**src/rtl/b64d_pkg.sv**
```systemverilog
// Shared types and constants for the base64 stream decoder.
// Used by the front end, the job queue, the back end and the top level.
package b64d_pkg;

  localparam int JOB_DEPTH = 4;

  localparam logic [1:0] ST_DATA    = 2'd0;
  localparam logic [1:0] ST_BADCHAR = 2'd1;
  localparam logic [1:0] ST_LENGTH  = 2'd2;

  typedef struct packed {
    logic [7:0] in_char;
    logic       msg_end;
  } item_t;

  typedef struct packed {
    logic [7:0] out_byte;
    logic [1:0] status;
    logic       run_last;
    logic       msg_last;
  } result_t;

  // One classified input that yields results: up to three bytes or one error.
  typedef struct packed {
    logic [23:0] block;
    logic [1:0]  count;
    logic [1:0]  status;
    logic        msg_end;
  } job_t;

endpackage

```
**src/rtl/b64d_front.sv**
```systemverilog
// Front end: classifies characters, gathers sextets and builds result jobs.
// Depends on b64d_pkg.
module b64d_front import b64d_pkg::*; (
  input  logic  clk,
  input  logic  rst,
  input  logic  accept,
  input  item_t item,
  output logic  job_push,
  output job_t  job
);

  typedef struct packed {
    logic       is_pad;
    logic       is_bad;
    logic [5:0] sextet;
  } code_t;

  function automatic code_t classify(input logic [7:0] c);
    code_t r;
    r = '{is_pad: 1'b0, is_bad: 1'b0, sextet: 6'd0};
    if (c >= 8'h41 && c <= 8'h5A)      r.sextet = 6'(c - 8'h41);
    else if (c >= 8'h61 && c <= 8'h7A) r.sextet = 6'(c - 8'h61 + 8'd26);
    else if (c >= 8'h30 && c <= 8'h39) r.sextet = 6'(c - 8'h30 + 8'd52);
    else if (c == 8'h2B)               r.sextet = 6'd62;
    else if (c == 8'h2F)               r.sextet = 6'd63;
    else if (c == 8'h3D)               r.is_pad = 1'b1;
    else                               r.is_bad = 1'b1;
    return r;
  endfunction

  logic [1:0]  group_pos, group_pos_next;
  logic [17:0] sextet_accum, sextet_accum_next;
  logic        pad_seen, pad_seen_next;
  logic        discarding, discarding_next;

  code_t code;
  logic  bad;
  logic  last_char;

  always_comb begin
    code = classify(item.in_char);
    last_char = item.msg_end;
    bad = code.is_bad;
    if (code.is_pad) begin
      if (group_pos < 2'd2) bad = 1'b1;
    end else if (pad_seen && group_pos == 2'd3) begin
      bad = 1'b1;   // data after a pad at position 2
    end

    group_pos_next    = group_pos;
    sextet_accum_next = sextet_accum;
    pad_seen_next     = pad_seen;
    discarding_next   = discarding;
    job_push          = 1'b0;
    job               = '{block: 24'd0, count: 2'd1, status: ST_DATA, msg_end: 1'b1};

    if (accept) begin
      if (discarding) begin
        if (last_char) begin
          group_pos_next    = 2'd0;
          sextet_accum_next = 18'd0;
          pad_seen_next     = 1'b0;
          discarding_next   = 1'b0;
        end
      end else if (bad) begin
        job_push          = 1'b1;
        job.status        = ST_BADCHAR;
        group_pos_next    = 2'd0;
        sextet_accum_next = 18'd0;
        pad_seen_next     = 1'b0;
        discarding_next   = !last_char;
      end else if (group_pos != 2'd3) begin
        pad_seen_next     = pad_seen | code.is_pad;
        sextet_accum_next = {sextet_accum[11:0], code.sextet};
        group_pos_next    = group_pos + 2'd1;
        if (last_char) begin
          job_push          = 1'b1;
          job.status        = ST_LENGTH;
          group_pos_next    = 2'd0;
          sextet_accum_next = 18'd0;
          pad_seen_next     = 1'b0;
        end
      end else begin
        job_push    = 1'b1;
        job.block   = {sextet_accum, code.sextet};
        job.msg_end = last_char;
        if (pad_seen)         job.count = 2'd1;
        else if (code.is_pad) job.count = 2'd2;
        else                  job.count = 2'd3;
        group_pos_next    = 2'd0;
        sextet_accum_next = 18'd0;
        pad_seen_next     = 1'b0;
      end
    end
  end

  always_ff @(posedge clk) begin
    if (rst) begin
      group_pos    <= 2'd0;
      sextet_accum <= 18'd0;
      pad_seen     <= 1'b0;
      discarding   <= 1'b0;
    end else begin
      group_pos    <= group_pos_next;
      sextet_accum <= sextet_accum_next;
      pad_seen     <= pad_seen_next;
      discarding   <= discarding_next;
    end
  end

endmodule

```
**src/rtl/b64d_job_fifo.sv**
```systemverilog
// Short job queue between the front end and the back end.
// Depends on b64d_pkg.
module b64d_job_fifo import b64d_pkg::*; #(
  parameter int DEPTH = JOB_DEPTH
) (
  input  logic clk,
  input  logic rst,
  input  logic wr_en,
  input  job_t wr_job,
  output logic full,
  input  logic rd_en,
  output job_t rd_job,
  output logic empty
);

  localparam int PW = (DEPTH > 1) ? $clog2(DEPTH) : 1;
  localparam int CW = $clog2(DEPTH + 1);

  job_t          mem [DEPTH];
  logic [PW-1:0] wr_ptr, rd_ptr;
  logic [CW-1:0] fill;

  assign full   = (fill == CW'(DEPTH));
  assign empty  = (fill == '0);
  assign rd_job = mem[rd_ptr];

  always_ff @(posedge clk) begin
    if (wr_en) mem[wr_ptr] <= wr_job;
  end

  always_ff @(posedge clk) begin
    if (rst) begin
      wr_ptr <= '0;
      rd_ptr <= '0;
      fill   <= '0;
    end else begin
      if (wr_en) wr_ptr <= (wr_ptr == PW'(DEPTH - 1)) ? '0 : wr_ptr + PW'(1);
      if (rd_en) rd_ptr <= (rd_ptr == PW'(DEPTH - 1)) ? '0 : rd_ptr + PW'(1);
      if (wr_en && !rd_en)      fill <= fill + CW'(1);
      else if (rd_en && !wr_en) fill <= fill - CW'(1);
    end
  end

endmodule

```
**src/rtl/b64d_back.sv**
```systemverilog
// Back end: expands jobs into result transactions, one per cycle unless pop stalls the output, into an output register.
// Depends on b64d_pkg.
module b64d_back import b64d_pkg::*; (
  input  logic    clk,
  input  logic    rst,
  input  job_t    job,
  input  logic    job_empty,
  output logic    job_pop,
  output result_t result,
  output logic    empty,
  input  logic    pop
);

  logic       cur_valid;
  job_t       cur;
  logic [1:0] idx;
  logic       out_valid;
  logic       out_free, emit, last;
  result_t    res_next;

  assign empty    = !out_valid;
  assign out_free = !out_valid || pop;
  assign emit     = cur_valid && out_free;
  assign last     = (idx == cur.count - 2'd1);
  assign job_pop  = (!cur_valid || (emit && last)) && !job_empty;

  always_comb begin
    case (idx)
      2'd0:    res_next.out_byte = cur.block[23:16];
      2'd1:    res_next.out_byte = cur.block[15:8];
      default: res_next.out_byte = cur.block[7:0];
    endcase
    res_next.status   = cur.status;
    res_next.run_last = last;
    res_next.msg_last = last && cur.msg_end;
  end

  always_ff @(posedge clk) begin
    if (rst) begin
      cur_valid <= 1'b0;
      idx       <= 2'd0;
      out_valid <= 1'b0;
    end else begin
      if (job_pop) begin
        cur_valid <= 1'b1;
        idx       <= 2'd0;
      end else if (emit) begin
        if (last) cur_valid <= 1'b0;
        else      idx <= idx + 2'd1;
      end
      if (emit)     out_valid <= 1'b1;
      else if (pop) out_valid <= 1'b0;
    end
  end

  always_ff @(posedge clk) begin
    if (job_pop) cur <= job;
    if (emit)    result <= res_next;
  end

endmodule

```
**src/rtl/base64_stream_decoder.sv**
```systemverilog
// Base64 stream decoder top level: front end, job queue and back end.
// Depends on b64d_pkg, b64d_front, b64d_job_fifo and b64d_back.
//
// Input channel: one character per transaction with a message-end flag, taken on
// push while full is low. Output channel: a queue of results; the oldest sits on
// result while empty is low and leaves on pop.
// The front end classifies each character in the cycle it arrives and, when a
// group completes or an error shows up, writes one job into a JOB_QUEUE_DEPTH-entry
// queue. The back end turns each job into one to three result transactions, one
// per cycle unless pop stalls the output, through a single output register.
// A result that a character causes passes the queue write, the back-end load and
// the output register before it is visible. The input takes one character per
// cycle while full is low; four data characters give at most three results and
// an error only one, so the back end keeps up. The job queue depth sets how long
// the input keeps flowing while pop is held low; once it fills, full rises.
// Reset clears group state, the queue and the output register; no results remain.
module base64_stream_decoder import b64d_pkg::*; #(
  parameter int JOB_QUEUE_DEPTH = JOB_DEPTH
) (
  input  logic    clk,
  input  logic    rst,
  input  logic    push,
  output logic    full,
  input  item_t   item,
  output logic    empty,
  input  logic    pop,
  output result_t result
);

  logic job_push, job_pop, job_empty, accept;
  job_t job_in, job_out;

  assign accept = push && !full;

  b64d_front u_front (
    .clk      (clk),
    .rst      (rst),
    .accept   (accept),
    .item     (item),
    .job_push (job_push),
    .job      (job_in)
  );

  b64d_job_fifo #(.DEPTH(JOB_QUEUE_DEPTH)) u_queue (
    .clk    (clk),
    .rst    (rst),
    .wr_en  (job_push),
    .wr_job (job_in),
    .full   (full),
    .rd_en  (job_pop),
    .rd_job (job_out),
    .empty  (job_empty)
  );

  b64d_back u_back (
    .clk       (clk),
    .rst       (rst),
    .job       (job_out),
    .job_empty (job_empty),
    .job_pop   (job_pop),
    .result    (result),
    .empty     (empty),
    .pop       (pop)
  );

endmodule

```
**config.mk**
```make
export PLATFORM = sky130hd
export DESIGN_NAME = base64_stream_decoder
export DESIGN_NICKNAME = d
export VERILOG_FILES = /design/src/rtl/b64d_pkg.sv /design/src/rtl/b64d_front.sv /design/src/rtl/b64d_job_fifo.sv /design/src/rtl/b64d_back.sv /design/src/rtl/base64_stream_decoder.sv
export SDC_FILE = /design/constraint.sdc
export NUM_CORES = 1
export LEC_CHECK = 0
export ABC_AREA = 1
export BUFFER_PORTS_ARGS = -buffer_cell sky130_fd_sc_hd__buf_2
export CORE_AREA = 2 2 138 140
export DETAILED_ROUTE_END_ITERATION = 7
export DIE_AREA = 0 0 140 142
export REMOVE_ABC_BUFFERS = 1
export SLEW_MARGIN = 15
export SYNTH_ARGS = -nofsm -noshare
export SYNTH_HDL_FRONTEND = slang
export SYNTH_SLANG_ARGS = --single-unit
export TNS_END_PERCENT = 1
```
**constraint.sdc**
```tcl
create_clock -name clk -period 3 [get_ports clk]
set_input_delay 0 -clock clk [delete_from_list [all_inputs] [get_ports clk]]
set_output_delay 0 -clock clk [all_outputs]
set_load 0.01 [all_outputs]
```
==> reports/summary.txt <==
Outcome -> finished clean
Tcrit/Tclk final -> 0.776
Vias in the first global route -> 5269
Final setup TNS -> 0 ns
Tot GR Track Use -> 0.179
First-pass GRT wire length -> 27300 um
Placed instance count -> 994
Crit path time final -> 2.33 ns
Area of the mapped netlist -> 8180 um^2
Placed Area -> 8640 um^2
Worst path slowest cell -> fa_1
Number of max-cap violations -> 0
# nets final -> 813
Area grow syn2layout -> 13.0%
H-tree depth -> 4
Final Worst Setup Slack -> 0.671 ns
Vias per inst -> 5.21
Fin area -> 9250 um^2
Routed Wire Length -> 17100 um
Avg Inst Size Synth -> 10.9 um^2
Required time worst endpoint -> 3.37 ns
Layout cells sized above 1 -> 0.139
Starting density of the core -> 0.443
Final Max Tran Viols -> 0
Synth top area share -> 0.576
Critical Path Sink Type -> flip-flop
Final total power -> 7.80 mW
DR WL/cell -> 16.6 um
Final setup fails -> 0
Pin slew with the least headroom to its limit -> 0.830 ns
Pwr/cell area -> 843 nW/um^2
Worst-path clk slew -> 0.07 ns
Final Hold Fails -> 0
Top post-synthesis cells by area -> edfxtp_1 (58%), dfxtp_1 (8.1%), nor2_1 (5.8%)
PostCTS Resize Cnt -> 0
Most frequent cells after synthesis -> edfxtp_1 (157), nor2_1 (127), nand2_1 (103), o21ai_0 (72), inv_1 (64)
Post-CTS setup buffers -> 0
Unique masters post-synth -> 34
Root Driver -> clkbuf_16
Routing usage on met3 -> 0.0336
Antenna cell count -> 0
Crit-path max cell delay -> 0.43 ns
Die Wd -> 140 um
FFs w/ async S/R, synth -> 0
Fin cells -> 1028
Num CTS Buffers -> 17
Post-Synthesis Cells -> 750
Peak Freq -> 429 MHz
Synth Register Bits -> 190
CP Cell Sequence -> xnor2_1, nand2_1, o21ai_0, buf_4, o21ai_0, nand2_1, ha_1, inv_1, fa_1, nor2_1, nor2_1, nand2_1, o21ai_0, a21oi_1
Die area -> 19900 um^2
Grt met2 use -> 0.322
Synthesis Warnings -> 0
Most common cell in the netlist -> edfxtp_1
GR Util met1 -> 0.219
I/O Pins -> 27
Iteration-0 DRC Markers -> 259
Crit path arrival time -> 2.69 ns
Worst hold path class -> in -> reg
Largest net degree at the start of global routing -> 61
Hold_buf cts -> 2
RSZ-0062 raised after global routing -> no
P_leak -> 3.34 nW
Pre-CTS WS -> 0.429 ns
WS Path Type -> reg -> reg
Ys flop type -> edfxtp_1
First-pass iteration count of the detailed router -> 4
Core Box Area -> 18500 um^2
DRC violations left -> 0
GRT overflow -> 0
Seq/Total Area, Yosys -> 0.657
Vias -> 5357
RD Place Congestion -> 0.841
Clk_lat worst skew -> 0.43 ns
IO buf count -> 26
EDFF count, synth -> 157
Core Util, Final -> 0.501
Die height -> 142 um
Hold Crit Start -> push
Initial antenna violation count -> 0
Worst Skew -> 0.0101 ns
Reg-to-Reg Start -> u_back.cur[4]$_DFFE_PP_
Max-slew headroom -> 0.446
Cell taking the most area after synthesis -> edfxtp_1
Crit-path max FO -> 7
Clk buf depth -> 2
Site Rows -> 50
Gr busiest metal -> met2
CTS tree -> done
Antenna viol nets, final -> 0
CP startpoint kind -> flip-flop
Clk sinks -> 190
Hold Slack -> 0.0349 ns
Dpl hpwl -> 10600 um
Peak supply drop -> 0.395 mV
CP startpoint -> u_back.cur[4]$_DFFE_PP_
==> path summary, 6_finish.rpt <==
path | endpoint | slack, ns | cells after the start
worst max register to register | u_queue.fill[2]$_SDFFE_PP0P_ | 0.67 | 14
worst min-delay path | u_front.discarding$_SDFFE_PP0P_ | 0.03 | 6
worst min register to register | u_back.result[3]$_DFFE_PP_ | 0.44 | 0
worst max-delay path | u_queue.fill[2]$_SDFFE_PP0P_ | 0.67 | 14
==> cell type report <==
cell class	instances	area [um^2]
Clock buffer	24	515
Inverter	68	258
Clock inverter	8	75.1
Timing Repair Buffer	45	340
Sequential cell	190	5380
Tap cell	234	293
Fill cell	1634	9210
Multi-Input combinational cell	459	2390
==> flip-flops by register name, summed over array words and instances (netlist names), 3 cells and up <==
signal / cells
u_front.sextet_accum: 18
u_queue.fill: 3
u_back.result: 12
u_back.cur: 29
u_queue.mem: 116
==> metal layers <==
metal,vias to the layer above,part of all wire,wire length [um]
met1,2618,0.45,7670
li1,2632,-,-
met2,91,0.50,8570
met4,0,0.014,241
met5,-,0,0
met3,16,0.034,586
==> layout by cell type, fill, tap and decap left out, types with 3 or more instances in the layout <==
cell type and n:
nand2_1 103, dfxtp_1 33, nand3b_1 3, buf_2 26
inv_2 3, clkbuf_16 20, nand3_1 29, inv_1 64
a21oi_2 10, nor2_1 123, a21oi_1 20, ha_1 18
edfxtp_1 157, nand3_2 11, xor2_1 7, o22ai_1 29
buf_12 5, nand2_2 3, clkbuf_1 4, clkinv_2 4
nor3_1 4, a22oi_1 8, nor2_2 9, o21ai_0 72
buf_4 12
==> cell families after synthesis <==
kind of cell	Yosys count	synth area share
flops	190	0.657
compound gates	142	0.100
xor+xnor	8	0.00856
buf+inv	101	0.0520
fa+ha+maj	19	0.0300
simple gates	290	0.152
==> power by group <==
part	switching, mW	leakage (nW)	internal, mW
Combinational	1.34	1.31	0.607
Clock	0.918	0.290	1.29
Sequential	0.143	1.74	3.50
Total	2.40	3.34	5.40
==> critical path, delay by kind of cell, from the launching register on <==
kind	cells	cell delay (ns)
AND/OR/NAND/NOR	5	0.51
XOR/XNOR	1	0.17
buffers and inverters	2	0.22
adder cells (fa/ha/maj)	2	0.63
AO/OA/AOI/OAI	4	0.36
flip-flops	1	0.38
Note: power is estimated with default switching activity, not from simulation.
